==> config.mk <==
export PLATFORM = sky130hd
export DESIGN_NAME = radix64_fragment_encoder
export DESIGN_NICKNAME = d
export VERILOG_FILES = /design/src/rtl/r64fe_pkg.sv /design/src/rtl/r64fe_front.sv /design/src/rtl/r64fe_queue.sv /design/src/rtl/r64fe_back.sv /design/src/rtl/radix64_fragment_encoder.sv
export SDC_FILE = /design/constraint.sdc
export NUM_CORES = 1
export LEC_CHECK = 0
export BUFFER_PORTS_ARGS = -buffer_cell sky130_fd_sc_hd__buf_2
export CORE_ASPECT_RATIO = 1.2
export CORE_UTILIZATION = 45
export DETAILED_ROUTE_END_ITERATION = 10
export PLACE_DENSITY = 0.72
export SYNTH_ARGS = -nofsm -noshare
export SYNTH_HDL_FRONTEND = slang
export SYNTH_SLANG_ARGS = --single-unit
==> constraint.sdc <==
create_clock -name aclk -period 6.4 [get_ports aclk]
set_clock_uncertainty 0.2 [all_clocks]
set_input_delay 0 -clock aclk [delete_from_list [all_inputs] [get_ports aclk]]
set_output_delay 0 -clock aclk [all_outputs]
set_load 0.02 [all_outputs]
==> src/rtl/r64fe_pkg.sv <==
// ----------------------------------------------------------------------------
// r64fe_pkg
// Shared constants, types and the character mapping of the radix-64
// fragment encoder.
// ----------------------------------------------------------------------------
package r64fe_pkg;

    localparam int MAX_MSG_BYTES = 32768;
    localparam int HEADER_CHARS  = 2 + (48 / 6);
    localparam int MAX_FRAGMENTS = 62;
    localparam int MIN_MTU       = 12;

    localparam int MTU_W      = 11;
    localparam int NONCE_W    = 48;
    localparam int MLEN_W     = 15;
    localparam int LEN_W      = 16;
    localparam int FB_W       = 11;
    localparam int FNUM_W     = 6;
    localparam int CNT_W      = 4;
    localparam int CFG_IDX_W  = 2;
    localparam int CFG_DATA_W = 48;

    localparam int Q_DEPTH = 4;
    localparam int Q_AW    = 2;

    // register indexes of the configuration port
    localparam logic [CFG_IDX_W-1:0] REG_LINE_MTU = 2'd0;
    localparam logic [CFG_IDX_W-1:0] REG_NONCE    = 2'd1;
    localparam logic [CFG_IDX_W-1:0] REG_MSG_LEN  = 2'd2;

    // position of a byte inside its three-byte group
    localparam logic [1:0] PHASE_0 = 2'd0;
    localparam logic [1:0] PHASE_1 = 2'd1;
    localparam logic [1:0] PHASE_2 = 2'd2;

    localparam logic [7:0] CHAR_ZERO  = 8'h30;
    localparam logic [7:0] CHAR_LOW_A = 8'h61;
    localparam logic [7:0] CHAR_UP_A  = 8'h41;
    localparam logic [7:0] CHAR_DOT   = 8'h2e;
    localparam logic [7:0] CHAR_PLUS  = 8'h2b;

    typedef struct packed {
        logic [MTU_W-1:0]   line_mtu;
        logic [NONCE_W-1:0] nonce_value;
        logic [MLEN_W-1:0]  message_length;
    } cfg_t;

    // one classified byte, handed from front to back
    typedef struct packed {
        logic [7:0]        data;
        logic              ovf;
        logic              msg_end;
        logic              frag_start;
        logic              frag_end;
        logic [1:0]        phase;
        logic [FNUM_W-1:0] frag_num;
        logic [FNUM_W-1:0] total_m1;
    } item_t;

    function automatic logic [7:0] code_char(input logic [5:0] v);
        logic [7:0] c;
        if (v < 6'd10) begin
            c = CHAR_ZERO + {2'b00, v};
        end else if (v < 6'd36) begin
            c = CHAR_LOW_A + {2'b00, v} - 8'd10;
        end else if (v < 6'd62) begin
            c = CHAR_UP_A + {2'b00, v} - 8'd36;
        end else if (v == 6'd62) begin
            c = CHAR_DOT;
        end else begin
            c = CHAR_PLUS;
        end
        return c;
    endfunction

endpackage

==> src/rtl/r64fe_front.sv <==
// ----------------------------------------------------------------------------
// r64fe_front
// Accepts message bytes, sizes the message on its first byte and tags each
// byte with its fragment position before handing it to the queue.
// ----------------------------------------------------------------------------
module r64fe_front (
    input  logic                 aclk,
    input  logic                 aresetn,
    input  r64fe_pkg::cfg_t      cfg,
    input  logic                 s_valid,
    output logic                 s_ready,
    input  logic [7:0]           s_data_byte,
    output logic                 item_valid,
    input  logic                 item_ready,
    output r64fe_pkg::item_t     item
);

    typedef enum logic [3:0] {
        ST_IDLE  = 4'b0001,
        ST_CHECK = 4'b0010,
        ST_DIV   = 4'b0100,
        ST_PUSH  = 4'b1000
    } state_t;

    state_t state_reg, state_next;

    logic [r64fe_pkg::MLEN_W-1:0] msg_pos_reg, msg_pos_next;
    logic [r64fe_pkg::FB_W-1:0]   frag_pos_reg, frag_pos_next;
    logic [1:0]                   phase_reg, phase_next;
    logic [r64fe_pkg::FNUM_W-1:0] frag_num_reg, frag_num_next;
    logic [r64fe_pkg::FB_W-1:0]   fb_reg, fb_next;
    logic                         ovf_reg, ovf_next;
    logic [r64fe_pkg::MLEN_W-1:0] rem_reg, rem_next;
    logic [r64fe_pkg::FNUM_W-1:0] quot_reg, quot_next;
    logic [2:0]                   step_reg, step_next;
    logic [7:0]                   data_reg, data_next;

    logic [r64fe_pkg::LEN_W-1:0]  len_eff;
    logic [r64fe_pkg::MTU_W-1:0]  mtu_eff;
    logic [12:0]                  mtu_x3;
    logic [r64fe_pkg::FB_W-1:0]   fb_calc;
    logic [16:0]                  limit;
    logic [16:0]                  trial;
    logic                         msg_end;
    logic                         frag_end;

    always_comb begin
        if (cfg.message_length == '0) begin
            len_eff = 16'd1;
        end else if ({1'b0, cfg.message_length} > 16'(r64fe_pkg::MAX_MSG_BYTES)) begin
            len_eff = 16'(r64fe_pkg::MAX_MSG_BYTES);
        end else begin
            len_eff = {1'b0, cfg.message_length};
        end
    end

    assign mtu_eff = (cfg.line_mtu < 11'(r64fe_pkg::MIN_MTU)) ?
                     11'(r64fe_pkg::MIN_MTU) : cfg.line_mtu;
    // (mtu - 10) * 6 / 8 bytes per fragment
    assign mtu_x3  = 13'(mtu_eff - 11'(r64fe_pkg::HEADER_CHARS)) * 13'd3;
    assign fb_calc = 11'(mtu_x3 >> 2);

    assign limit = 17'(fb_reg) * 17'(r64fe_pkg::MAX_FRAGMENTS);
    assign trial = 17'(fb_reg) << step_reg;

    assign msg_end  = (16'(msg_pos_reg) + 16'd1) >= len_eff;
    assign frag_end = msg_end || ((12'(frag_pos_reg) + 12'd1) >= 12'(fb_reg));

    assign s_ready    = (state_reg == ST_IDLE);
    assign item_valid = (state_reg == ST_PUSH);

    always_comb begin
        item.data       = data_reg;
        item.ovf        = ovf_reg;
        item.msg_end    = msg_end;
        item.frag_start = (frag_pos_reg == '0);
        item.frag_end   = frag_end;
        item.phase      = phase_reg;
        item.frag_num   = frag_num_reg;
        item.total_m1   = quot_reg;
    end

    always_comb begin
        state_next    = state_reg;
        msg_pos_next  = msg_pos_reg;
        frag_pos_next = frag_pos_reg;
        phase_next    = phase_reg;
        frag_num_next = frag_num_reg;
        fb_next       = fb_reg;
        ovf_next      = ovf_reg;
        rem_next      = rem_reg;
        quot_next     = quot_reg;
        step_next     = step_reg;
        data_next     = data_reg;

        unique case (state_reg)
            ST_IDLE: begin
                if (s_valid) begin
                    data_next = s_data_byte;
                    if (msg_pos_reg == '0) begin
                        fb_next       = fb_calc;
                        frag_pos_next = '0;
                        frag_num_next = '0;
                        phase_next    = r64fe_pkg::PHASE_0;
                        state_next    = ST_CHECK;
                    end else begin
                        state_next = ST_PUSH;
                    end
                end
            end
            ST_CHECK: begin
                // more than 62 fragments exactly when len > 62 * fb
                ovf_next   = {1'b0, len_eff} > limit;
                rem_next   = 15'(len_eff - 16'd1);
                quot_next  = '0;
                step_next  = 3'd5;
                state_next = ({1'b0, len_eff} > limit) ? ST_PUSH : ST_DIV;
            end
            ST_DIV: begin
                // one quotient bit per cycle: total - 1 = (len - 1) / fb
                if (17'(rem_reg) >= trial) begin
                    rem_next            = 15'(17'(rem_reg) - trial);
                    quot_next[step_reg] = 1'b1;
                end
                if (step_reg == '0) begin
                    state_next = ST_PUSH;
                end else begin
                    step_next = step_reg - 3'd1;
                end
            end
            ST_PUSH: begin
                if (item_ready) begin
                    state_next = ST_IDLE;
                    if (msg_end) begin
                        msg_pos_next  = '0;
                        frag_pos_next = '0;
                        frag_num_next = '0;
                        phase_next    = r64fe_pkg::PHASE_0;
                        ovf_next      = 1'b0;
                    end else begin
                        msg_pos_next = msg_pos_reg + 15'd1;
                        if (!ovf_reg) begin
                            if (frag_end) begin
                                frag_pos_next = '0;
                                frag_num_next = frag_num_reg + 6'd1;
                                phase_next    = r64fe_pkg::PHASE_0;
                            end else begin
                                frag_pos_next = frag_pos_reg + 11'd1;
                                phase_next    = (phase_reg == r64fe_pkg::PHASE_2) ?
                                                r64fe_pkg::PHASE_0 : phase_reg + 2'd1;
                            end
                        end
                    end
                end
            end
            default: state_next = ST_IDLE;
        endcase
    end

    always_ff @(posedge aclk) begin
        if (!aresetn) begin
            state_reg    <= ST_IDLE;
            msg_pos_reg  <= '0;
            frag_pos_reg <= '0;
            phase_reg    <= '0;
            frag_num_reg <= '0;
            fb_reg       <= '0;
            ovf_reg      <= 1'b0;
            quot_reg     <= '0;
            step_reg     <= '0;
        end else begin
            state_reg    <= state_next;
            msg_pos_reg  <= msg_pos_next;
            frag_pos_reg <= frag_pos_next;
            phase_reg    <= phase_next;
            frag_num_reg <= frag_num_next;
            fb_reg       <= fb_next;
            ovf_reg      <= ovf_next;
            quot_reg     <= quot_next;
            step_reg     <= step_next;
        end
    end

    always_ff @(posedge aclk) begin
        rem_reg  <= rem_next;
        data_reg <= data_next;
    end

endmodule

==> src/rtl/r64fe_queue.sv <==
// ----------------------------------------------------------------------------
// r64fe_queue
// Short FIFO of classified bytes between the front and the back.
// ----------------------------------------------------------------------------
module r64fe_queue (
    input  logic              aclk,
    input  logic              aresetn,
    input  logic              push_valid,
    output logic              push_ready,
    input  r64fe_pkg::item_t  push_item,
    output logic              pop_valid,
    input  logic              pop_ready,
    output r64fe_pkg::item_t  pop_item
);

    r64fe_pkg::item_t             entry_reg [r64fe_pkg::Q_DEPTH];
    logic [r64fe_pkg::Q_AW-1:0]   wr_ptr_reg, wr_ptr_next;
    logic [r64fe_pkg::Q_AW-1:0]   rd_ptr_reg, rd_ptr_next;
    logic [r64fe_pkg::Q_AW:0]     count_reg, count_next;
    logic                         push;
    logic                         pop;

    assign push_ready = (count_reg != (r64fe_pkg::Q_AW + 1)'(r64fe_pkg::Q_DEPTH));
    assign pop_valid  = (count_reg != '0);
    assign pop_item   = entry_reg[rd_ptr_reg];

    assign push = push_valid && push_ready;
    assign pop  = pop_valid && pop_ready;

    always_comb begin
        wr_ptr_next = push ? wr_ptr_reg + 1'b1 : wr_ptr_reg;
        rd_ptr_next = pop  ? rd_ptr_reg + 1'b1 : rd_ptr_reg;
        count_next  = count_reg;
        if (push && !pop) begin
            count_next = count_reg + 1'b1;
        end else if (pop && !push) begin
            count_next = count_reg - 1'b1;
        end
    end

    always_ff @(posedge aclk) begin
        if (!aresetn) begin
            wr_ptr_reg <= '0;
            rd_ptr_reg <= '0;
            count_reg  <= '0;
        end else begin
            wr_ptr_reg <= wr_ptr_next;
            rd_ptr_reg <= rd_ptr_next;
            count_reg  <= count_next;
        end
    end

    always_ff @(posedge aclk) begin
        if (push) begin
            entry_reg[wr_ptr_reg] <= push_item;
        end
    end

endmodule

==> src/rtl/r64fe_back.sv <==
// ----------------------------------------------------------------------------
// r64fe_back
// Expands each queued byte into its characters (or one error result), one
// per cycle unless m_ready stalls, through a registered output stage.
// ----------------------------------------------------------------------------
module r64fe_back (
    input  logic                                aclk,
    input  logic                                aresetn,
    input  logic [r64fe_pkg::NONCE_W-1:0]       nonce_value,
    input  logic                                item_valid,
    output logic                                item_pop,
    input  r64fe_pkg::item_t                    item,
    output logic                                m_valid,
    input  logic                                m_ready,
    output logic [7:0]                          m_out_char,
    output logic                                m_char_valid,
    output logic                                m_fragment_end,
    output logic                                m_message_end,
    output logic                                m_too_many_fragments,
    output logic                                m_last_of_run
);

    logic [r64fe_pkg::CNT_W-1:0] idx_reg, idx_next;
    logic [3:0]                  held_reg, held_next;
    logic                        m_valid_reg, m_valid_next;
    logic [7:0]                  char_reg, char_next;
    logic                        cv_reg, cv_next;
    logic                        fe_reg, fe_next;
    logic                        me_reg, me_next;
    logic                        tmf_reg, tmf_next;
    logic                        lor_reg, lor_next;

    logic                        load;
    logic [r64fe_pkg::CNT_W-1:0] hdr;
    logic [r64fe_pkg::CNT_W-1:0] body_n;
    logic [r64fe_pkg::CNT_W-1:0] count;
    logic                        last;
    logic [r64fe_pkg::CNT_W-1:0] k;
    logic [2:0]                  nidx;
    logic [5:0]                  nonce_bits;
    logic [5:0]                  first_bits;
    logic [5:0]                  second_bits;
    logic [5:0]                  value;

    assign load   = item_valid && (!m_valid_reg || m_ready);
    assign hdr    = item.frag_start ? 4'(r64fe_pkg::HEADER_CHARS) : 4'd0;
    assign body_n = ((item.phase == r64fe_pkg::PHASE_2) || item.frag_end) ? 4'd2 : 4'd1;
    assign count  = item.ovf ? 4'd1 : hdr + body_n;
    assign last   = (idx_reg == count - 4'd1);
    assign k      = idx_reg - hdr;
    assign nidx   = 3'(idx_reg - 4'd2);

    always_comb begin
        unique case (nidx)
            3'd0: nonce_bits = nonce_value[5:0];
            3'd1: nonce_bits = nonce_value[11:6];
            3'd2: nonce_bits = nonce_value[17:12];
            3'd3: nonce_bits = nonce_value[23:18];
            3'd4: nonce_bits = nonce_value[29:24];
            3'd5: nonce_bits = nonce_value[35:30];
            3'd6: nonce_bits = nonce_value[41:36];
            3'd7: nonce_bits = nonce_value[47:42];
            default: nonce_bits = '0;
        endcase
    end

    // body characters, least significant bits first
    always_comb begin
        unique case (item.phase)
            r64fe_pkg::PHASE_1: begin
                first_bits  = {item.data[3:0], held_reg[1:0]};
                second_bits = {2'b00, item.data[7:4]};
            end
            r64fe_pkg::PHASE_2: begin
                first_bits  = {item.data[1:0], held_reg};
                second_bits = item.data[7:2];
            end
            default: begin
                first_bits  = item.data[5:0];
                second_bits = {4'b0000, item.data[7:6]};
            end
        endcase
    end

    always_comb begin
        if (idx_reg < hdr) begin
            if (idx_reg == 4'd0) begin
                value = item.frag_num;
            end else if (idx_reg == 4'd1) begin
                value = item.total_m1;
            end else begin
                value = nonce_bits;
            end
        end else if (k == 4'd0) begin
            value = first_bits;
        end else begin
            value = second_bits;
        end
    end

    always_comb begin
        idx_next     = idx_reg;
        held_next    = held_reg;
        m_valid_next = m_valid_reg;
        char_next    = char_reg;
        cv_next      = cv_reg;
        fe_next      = fe_reg;
        me_next      = me_reg;
        tmf_next     = tmf_reg;
        lor_next     = lor_reg;
        if (load) begin
            m_valid_next = 1'b1;
            idx_next     = last ? 4'd0 : idx_reg + 4'd1;
            if (item.ovf) begin
                char_next = 8'd0;
                cv_next   = 1'b0;
                fe_next   = 1'b0;
                me_next   = item.msg_end;
                tmf_next  = 1'b1;
                lor_next  = 1'b1;
            end else begin
                char_next = r64fe_pkg::code_char(value);
                cv_next   = 1'b1;
                fe_next   = last && item.frag_end;
                me_next   = last && item.msg_end;
                tmf_next  = 1'b0;
                lor_next  = last;
                if (last) begin
                    held_next = (item.phase == r64fe_pkg::PHASE_0) ?
                                {2'b00, item.data[7:6]} : item.data[7:4];
                end
            end
        end else if (m_ready) begin
            m_valid_next = 1'b0;
        end
    end

    always_ff @(posedge aclk) begin
        if (!aresetn) begin
            idx_reg     <= '0;
            m_valid_reg <= 1'b0;
        end else begin
            idx_reg     <= idx_next;
            m_valid_reg <= m_valid_next;
        end
    end

    always_ff @(posedge aclk) begin
        held_reg <= held_next;
        char_reg <= char_next;
        cv_reg   <= cv_next;
        fe_reg   <= fe_next;
        me_reg   <= me_next;
        tmf_reg  <= tmf_next;
        lor_reg  <= lor_next;
    end

    assign item_pop             = load && last;
    assign m_valid              = m_valid_reg;
    assign m_out_char           = char_reg;
    assign m_char_valid         = cv_reg;
    assign m_fragment_end       = fe_reg;
    assign m_message_end        = me_reg;
    assign m_too_many_fragments = tmf_reg;
    assign m_last_of_run        = lor_reg;

endmodule

==> src/rtl/radix64_fragment_encoder.sv <==
// ----------------------------------------------------------------------------
// radix64_fragment_encoder
// Cuts a message into fragments and emits each as radix-64 text with a
// fragment header and the nonce.
// ----------------------------------------------------------------------------
//  channel   ports                        role
//  -------   --------------------------   ----------------------------------
//  s_        s_valid s_ready s_data_byte  message bytes in, one per transfer
//  m_        m_valid m_ready m_* fields   characters or error results out
//  cfg_      cfg_we cfg_index cfg_wdata   register writes, no wait
//
//  Timing: a byte inside a message is accepted, then pushed into the queue;
//  the first byte of a message also passes ST_CHECK and, unless it has too
//  many fragments, ST_DIV, the one-bit-per-cycle fragment count division. The
//  back emits one result per cycle unless m_ready stalls, 1 to 12 per byte,
//  so a fragment start (10 header characters) is set by the output rate and
//  absorbed by the 4-deep queue. Reset is synchronous and clears all control
//  state; stalls on m_ready hold the output register and fill the queue.
// ----------------------------------------------------------------------------
module radix64_fragment_encoder (
    input  logic                                 aclk,
    input  logic                                 aresetn,
    input  logic                                 s_valid,
    output logic                                 s_ready,
    input  logic [7:0]                           s_data_byte,
    output logic                                 m_valid,
    input  logic                                 m_ready,
    output logic [7:0]                           m_out_char,
    output logic                                 m_char_valid,
    output logic                                 m_fragment_end,
    output logic                                 m_message_end,
    output logic                                 m_too_many_fragments,
    output logic                                 m_last_of_run,
    input  logic                                 cfg_we,
    input  logic [r64fe_pkg::CFG_IDX_W-1:0]      cfg_index,
    input  logic [r64fe_pkg::CFG_DATA_W-1:0]     cfg_wdata
);

    // configuration registers
    logic [r64fe_pkg::MTU_W-1:0]   line_mtu_reg, line_mtu_next;
    logic [r64fe_pkg::NONCE_W-1:0] nonce_reg, nonce_next;
    logic [r64fe_pkg::MLEN_W-1:0]  msg_len_reg, msg_len_next;
    r64fe_pkg::cfg_t               cfg;

    // front to queue, queue to back
    logic                          fr_valid;
    logic                          fr_ready;
    r64fe_pkg::item_t              fr_item;
    logic                          bk_valid;
    logic                          bk_pop;
    r64fe_pkg::item_t              bk_item;

    always_comb begin
        line_mtu_next = line_mtu_reg;
        nonce_next    = nonce_reg;
        msg_len_next  = msg_len_reg;
        if (cfg_we) begin
            unique case (cfg_index)
                r64fe_pkg::REG_LINE_MTU: line_mtu_next = cfg_wdata[r64fe_pkg::MTU_W-1:0];
                r64fe_pkg::REG_NONCE:    nonce_next    = cfg_wdata;
                r64fe_pkg::REG_MSG_LEN:  msg_len_next  = cfg_wdata[r64fe_pkg::MLEN_W-1:0];
                default: ;  // drop writes to unknown indexes
            endcase
        end
    end

    always_ff @(posedge aclk) begin
        if (!aresetn) begin
            line_mtu_reg <= 11'd64;
            nonce_reg    <= '0;
            msg_len_reg  <= 15'd1;
        end else begin
            line_mtu_reg <= line_mtu_next;
            nonce_reg    <= nonce_next;
            msg_len_reg  <= msg_len_next;
        end
    end

    always_comb begin
        cfg.line_mtu       = line_mtu_reg;
        cfg.nonce_value    = nonce_reg;
        cfg.message_length = msg_len_reg;
    end

    // accept and classify: message sizing, fragment and group position
    r64fe_front u_front (
        .aclk        (aclk),
        .aresetn     (aresetn),
        .cfg         (cfg),
        .s_valid     (s_valid),
        .s_ready     (s_ready),
        .s_data_byte (s_data_byte),
        .item_valid  (fr_valid),
        .item_ready  (fr_ready),
        .item        (fr_item)
    );

    // decouple the two sides so each can stall on its own
    r64fe_queue u_queue (
        .aclk       (aclk),
        .aresetn    (aresetn),
        .push_valid (fr_valid),
        .push_ready (fr_ready),
        .push_item  (fr_item),
        .pop_valid  (bk_valid),
        .pop_ready  (bk_pop),
        .pop_item   (bk_item)
    );

    // expand each byte into header and body characters
    r64fe_back u_back (
        .aclk                 (aclk),
        .aresetn              (aresetn),
        .nonce_value          (cfg.nonce_value),
        .item_valid           (bk_valid),
        .item_pop             (bk_pop),
        .item                 (bk_item),
        .m_valid              (m_valid),
        .m_ready              (m_ready),
        .m_out_char           (m_out_char),
        .m_char_valid         (m_char_valid),
        .m_fragment_end       (m_fragment_end),
        .m_message_end        (m_message_end),
        .m_too_many_fragments (m_too_many_fragments),
        .m_last_of_run        (m_last_of_run)
    );

    // a fragment or message end always closes the run of its byte
    a_frag_end_closes_run: assert property (@(posedge aclk) disable iff (!aresetn)
        (m_valid && m_fragment_end) |-> m_last_of_run)
        else $error("fragment end without end of run");

    a_msg_end_closes_run: assert property (@(posedge aclk) disable iff (!aresetn)
        (m_valid && m_message_end) |-> m_last_of_run)
        else $error("message end without end of run");

    // an error result carries no character and no fragment end
    a_error_only: assert property (@(posedge aclk) disable iff (!aresetn)
        (m_valid && m_too_many_fragments) |-> (!m_char_valid && !m_fragment_end))
        else $error("error result carries character data");

endmodule
== After elaboration in Yosys (flattened, before gate mapping) ==
Memories as Yosys holds them, arrays and structs flattened. A register that Yosys moved wholly into a read port is not among the register bits.
Cells that the tools add are included.

* Output and inout bits: 15
* Input port bits: 63
* Word-level logic and storage cells: 211
* Memory bits (writable): 104
* Memories kept: 1
* Bits in registers: 185

* Reductions and logical operators: 43
* Add/subtract/negate cells: 24
* Bitwise gates (word level): 2
* $mul: 2
* Order comparisons: 12
* Mux-type cells: 70
* Shift operators: 1
* Equal/unequal tests: 29

{| class="wikitable"
|+ Memories
! memory !! depth !! width !! rd ports !! clocked after Yosys merged registers in !! write ports !! line !! text
|-
| u_queue.entry_reg || 4 || 26 || 1 || 1 || 1 || r64fe_queue.sv:16 || <nowiki>r64fe_pkg::item_t entry_reg [r64fe_pkg::Q_DEPTH];</nowiki>
|}

{| class="wikitable"
|+ Operator list
! operator !! number
|-
| two-way mux 11 bit || 7
|-
| two-way mux 6 bit || 11
|-
| one-hot mux 6 bit (2 select lines) || 4
|-
| one-hot mux 6 bit (8 select lines) || 1
|-
| two-way mux 16 bit || 2
|-
| two-way mux 4 bit || 8
|-
| logical NOT 15 bit || 2
|-
| two-way mux 15 bit || 2
|-
| one-hot mux 15 bit (2 select lines) || 1
|-
| two-way mux 8 bit || 3
|-
| two-way mux 2 bit || 11
|-
| one-hot mux 11 bit (2 select lines) || 1
|-
| greater-or-equal comparator 15 x 17 -> 1 bit || 1
|-
| greater-than comparator 16 x 17 -> 1 bit || 1
|-
| << shifter 11 x 3 -> 17 bit || 1
|-
| adder 15 x 1 -> 16 bit (second input constant) || 1
|-
| adder 7 x 6 -> 8 bit (first input constant) || 2
|-
| greater-or-equal comparator 16 bit || 1
|-
| greater-than comparator 15 x 16 -> 1 bit (second input constant) || 1
|-
| multiplier 11 x 5 -> 16 bit (second input constant) || 1
|-
| one-hot mux 4 bit (4 select lines) || 1
|-
| adder 15 x 1 -> 15 bit (second input constant) || 1
|-
| subtractor 15 x 1 -> 15 bit (second input constant) || 1
|-
| subtractor 15 bit || 1
|-
| 58 further kinds || 117
|}

== Depth between registers and ports, before layout ==
* Depth in word-level cells: 12
* Gate-level depth with buffers: 24

== Hierarchy ==
Synthesis repeated with hierarchy kept, for this count alone.

* Cell total of the unflattened synthesis: 1724
* Area total of the unflattened synthesis: 17665.7 µm²

{| class="wikitable"
|+ By module, submodules not included
! module !! cells an instance !! instances !! area each (µm²) !! seq. area each (µm²)
|-
| r64fe_front || 952 || 1 || 8092.8 || 1871.8
|-
| r64fe_queue || 184 || 1 || 4292.9 || 3303.2
|-
| radix64_fragment_encoder || 297 || 1 || 2841.5 || 1481.4
|-
| r64fe_back || 291 || 1 || 2438.6 || 610.6
|}

== Worst setup path before layout ==
Ideal clock, no wire load.

* Path kind: register -> register
* From: reg with a tool-made name
* To: reg u_queue.count_reg[2] (netlist name)
* Data required time: 6.130 ns
* Data arrival time: 4.736 ns
* Setup time: 0.070 ns
* Cell stages (with the launch flop): 24
* Period minus slack after synthesis: 5.006 ns
* Slack: 1.394 ns
* Cells stage by stage: dfxtp_1 buf_4 buf_6 buf_2 mux4_2 inv_1 ha_1 clkbuf_1 nor2_1 inv_1 ha_1 nor2_1 xnor2_1 xnor2_1 and3_1 a21oi_1 nor3_1 nand2_1 ha_1 inv_1 fa_1 xor2_1 or3_1 a21oi_1

{| class="wikitable"
|+ RTL lines
! item !! line !! text
|-
| to (signal assigned) || r64fe_queue.sv:49 || <nowiki>count_reg <= count_next;</nowiki>
|-
| to (decl) || r64fe_queue.sv:19 || <nowiki>logic [r64fe_pkg::Q_AW:0] count_reg, count_next;</nowiki>
|}

== Worst setup path after layout ==
* From: reg u_front.fb_reg[0] (netlist name)
* To: reg u_front.ovf_reg

* Word-level cells in the longest chain between the ends: 3

{| class="wikitable"
|+ RTL lines
! item !! line !! text
|-
| from (decl) || r64fe_front.sv:31 || <nowiki>logic [r64fe_pkg::FB_W-1:0] fb_reg, fb_next;</nowiki>
|-
| from (signal assigned) || r64fe_front.sv:177 || <nowiki>fb_reg <= fb_next;</nowiki>
|-
| multiplier 11 x 5 -> 16 bit || r64fe_front.sv:63 || <nowiki>assign limit = 17'(fb_reg) * 17'(r64fe_pkg::MAX_FRAGMENTS);</nowiki>
|-
| greater-than comparator 16 x 17 -> 1 bit || r64fe_front.sv:113 || <nowiki>ovf_next = {1'b0, len_eff} > limit;</nowiki>
|-
| one-hot mux 1 bit (2 select lines) || r64fe_front.sv:96 || <nowiki>unique case (state_reg)</nowiki>
|-
| to (signal assigned) || r64fe_front.sv:178 || <nowiki>ovf_reg <= ovf_next;</nowiki>
|-
| to (decl) || r64fe_front.sv:32 || <nowiki>logic ovf_reg, ovf_next;</nowiki>
|}

Every way passes these cells.
A chain may end at the register's enable or synchronous reset.

==> results.cfg <==
[outcome]
status = finished with violations
violations = negative hold slack

[cts]
cts_buffers = 34
root_buffer = clkbuf_16
tritoncts = done
cts_max_path_buffers = 3
cts.clk_slew.worst_paths_ns = 0.06
post_cts_resized = 0
clk_latency_ns = 0.53
cts_sinks = 291
cts_max_level = 2

[timing]
fin_crit_sh_pct = 87.85
setup-tns-final_ns = 0
slew_viol_final = 0
setup_viol = 0
relSlewSlack_pct = 23.78
tightest_slew_ns = 1.138
hold_viol = 1
max_freq_mhz = 177.9
holdWs_ns = -0.001788
min_period_ns = 5.622
rsz0062_at_grt = no

[pwr]
ir_drop_mv = 0.1681
leakage_nw = 7.868
p_per_area_mw_per_mm2 = 272.4
finalPower_mw = 5.500

[grt]
met2_usage_pct = 41.33
grt_busiest_layer = met2
track_usage_pct = 23.76
grt_pass1_wl_um = 74370
use_met3_pct = 3.495
grt-ovfl-total = 0
grt_max_degree = 102
antenna_found_initial = 1
grt_pass1_vias = 14150
global_route.usage.met1_pct = 29.27

[worst_setup_path]
critPathLaunch = u_front.fb_reg[0]
cp_data_arrival_time_ns = 5.81
worstSetupStartpointType = flip-flop
critPathKind = reg -> reg
cp-endpoint = u_front.ovf_reg
reg2reg_to = u_front.ovf_reg
worst_ep_required_time_ns = 6.59
rr_worst_depth = 18
cp-end-kind = flip-flop
crit_fanout = 9
reg2reg_from = u_front.fb_reg[0]
r2r_slack_ns = 0.78

[routing]
drt_iter0_drc = 1254
vias_per_cell = 5.854
wl_per_cell_um = 19.07
ant_nets = 0
firstDrtPassIters = 6
num_vias = 14210
drc = 0
routed_wirelength_um = 46290

[yosys]
synth-edff-count = 144
synth_seq_cells = 291
synth_top_area_share_pct = 25.09
yosysUniqueCellTypes = 85
yosysWarnings = 0
ys.flop_type = dfxtp_1
synth_cells = 1786
ys_seq_area_share_pct = 42.17
synth_area_leaders = edfxtp_1 25%, dfxtp_1 17%, ha_1 8.9%, nand2_1 5.1%, a21oi_1 4.9%
avgSynthCellArea_um2 = 9.649
ys_async_sr_fraction_pct = 0
yosysTopAreaCell = edfxtp_1
syn_area_mm2 = 0.01723
syn-num-nets = 2000

[run]
drv_cap = 0

[floorplanning]
die_area_mm2 = 0.03909
die_x_um = 180.6
placementRows = 78
io_pins = 78
start_util_pct = 45.63
core_area_mm2 = 0.03777
die_h_um = 216.4

[cells_and_area]
post_route_cells_drive_above_1_share_pct = 11.61
synthToLayoutAreaGrowth_pct = 17.19
final_nets = 2137
largest_reg_flops = 104

[hold_path]
hold_path.class = in -> reg

[placed_design]
dp_hpwl_um = 30950
io_buffers = 77
gp_congestion = 0.9296
[cell usage after synthesis (14+ instances only)]
cell type and count:
a22oi_1 21, nor4_1 21, a21oi_1 167, nand2_1 232
xnor2_1 48, nor3_1 31, nand3_1 45, a31oi_1 14
edfxtp_1 144, o21ai_0 82, ha_1 123, mux4_2 24
fa_1 28, and3_1 15, nor2b_1 16, clkbuf_1 77
nor2_1 106, inv_1 115, dfxtp_1 147, a21o_1 22
xor2_1 33, mux2i_1 35, or3_1 20, mux2_2 19
[layout make-up]
class / count / area, um^2
Clock inverter: 17 / 281.5
Sequential cell: 291 / 7268
Multi-Input combinational cell: 1283 / 9158
Antenna cell: 2 / 5.005
Inverter: 117 / 441.7
Tap cell: 480 / 600.6
Timing Repair Buffer: 196 / 1529
Clock buffer: 42 / 910.9
Fill cell: 3181 / 17570
[where the power goes]
part | leakage, nW | switching, mW | internal, mW | total, mW
clock network | 0.585 | 0.797 | 1.26 | 2.06
logic | 4.78 | 0.816 | 0.535 | 1.35
registers | 2.50 | 0.0585 | 2.03 | 2.09
total | 7.87 | 1.67 | 3.83 | 5.50
[routing by layer]
metal / vias to the layer above / part of all wire, % / wire [um]
met3: 158 / 5.9 / 2727
met5: - / 0 / 0
met1: 6849 / 40 / 18540
met2: 551 / 50 / 23180
li1: 6656 / - / -
met4: 0 / 4.0 / 1838
[cell usage in the layout, fill, tap and decap left out, types with 7 or more instances in the layout]
cell type      count
a211oi_1          11
nand4_1            9
mux2_2            19
nor3b_1            7
nor2_1           106
and3_1            15
or4_1              7
edfxtp_1         144
a22oi_1           21
dlygate4sd3_1    100
buf_2             77
xnor2_1           48
xor2_1            33
o31ai_1           10
mux2i_1           35
o21ai_0           82
inv_1            115
ha_1             123
mux4_2            24
nand2b_1          12
a31oi_1           14
a21o_1            22
clkbuf_16         34
nand3_1           45
or3_1             20
o22ai_1            7
nand3b_1           9
o211ai_1          12
nor4_1            21
buf_4             19
nor3_1            31
fa_1              28
nor2b_1           16
a21oi_1          165
nand2_1          232
o21a_1             7
clkinv_2           7
dfxtp_1          146
[worst min-delay path by stage]
stage	from	endpoint	slack [ns]	depth (start not counted)
2_1_floorplan	s_data_byte[0]	u_front.data_reg[0]	-0.10	0
5_1_grt	s_data_byte[7]	u_front.data_reg[7]	0.02	2
4_1_cts	s_data_byte[7]	u_front.data_reg[7]	0.002	2
6_report	s_data_byte[7]	u_front.data_reg[7]	-0.002	2
3_5_place_dp	s_data_byte[4]	u_front.data_reg[4]	-0.02	1
3_3_place_gp	s_data_byte[7]	u_front.data_reg[7]	-0.02	1
[through the flow]
stage                     util [%]  hold slack (ns)  cell area [um^2]  std cells  setup slack (ns)
after floorplan                  -          -0.1011             17230       1786             1.394
after detailed placement     47.65         -0.02192             18000       2267            0.8626
after CTS                    53.46         0.001547             20190       2426            0.8378
final                        53.47        -0.001788             20190       2428            0.7777
after global placement       47.65         -0.01931             18000       2267            0.9713
after global routing         53.46          0.01693             20190       2427            0.3233
[repair_timing]
| item | in CTS | in global routing |
|---|---|---|
| buffers inserted | 0 | 0 |
| setup endpoints to repair | 0 | 0 |
| hold endpoints to repair | 113 | 0 |
| hold buffers | 100 | 0 |
[logic make-up after synthesis]
logic type                 Yosys count  share of synthesized area (%)
adders and majority gates          151                          12.18
and+or+nand+nor                    563                          15.54
muxes                               81                          6.673
DFF                                291                          42.17
AOI/OAI and AO/OA                  407                          14.50
xor gates and xnor gates            81                          4.117
buffers and inverters              212                          4.821
[worst max-delay path, stage by stage, from the launching register on]
cell       delay (ns)
dfxtp_1          0.54
fa_1             0.50
fa_1             0.53
inv_1            0.08
fa_1             0.49
inv_1            0.04
ha_1             0.31
a21oi_1          0.22
o21bai_1         0.11
a2111oi_0        0.80
o21ai_0          0.25
xnor2_1          0.18
ha_1             0.31
nand4_1          0.12
nor4_1           0.28
a21oi_1          0.10
and3_1           0.23
nand3_1          0.12
o21ai_0          0.08
No activity file was read; power rests on OpenSTA's default activity.
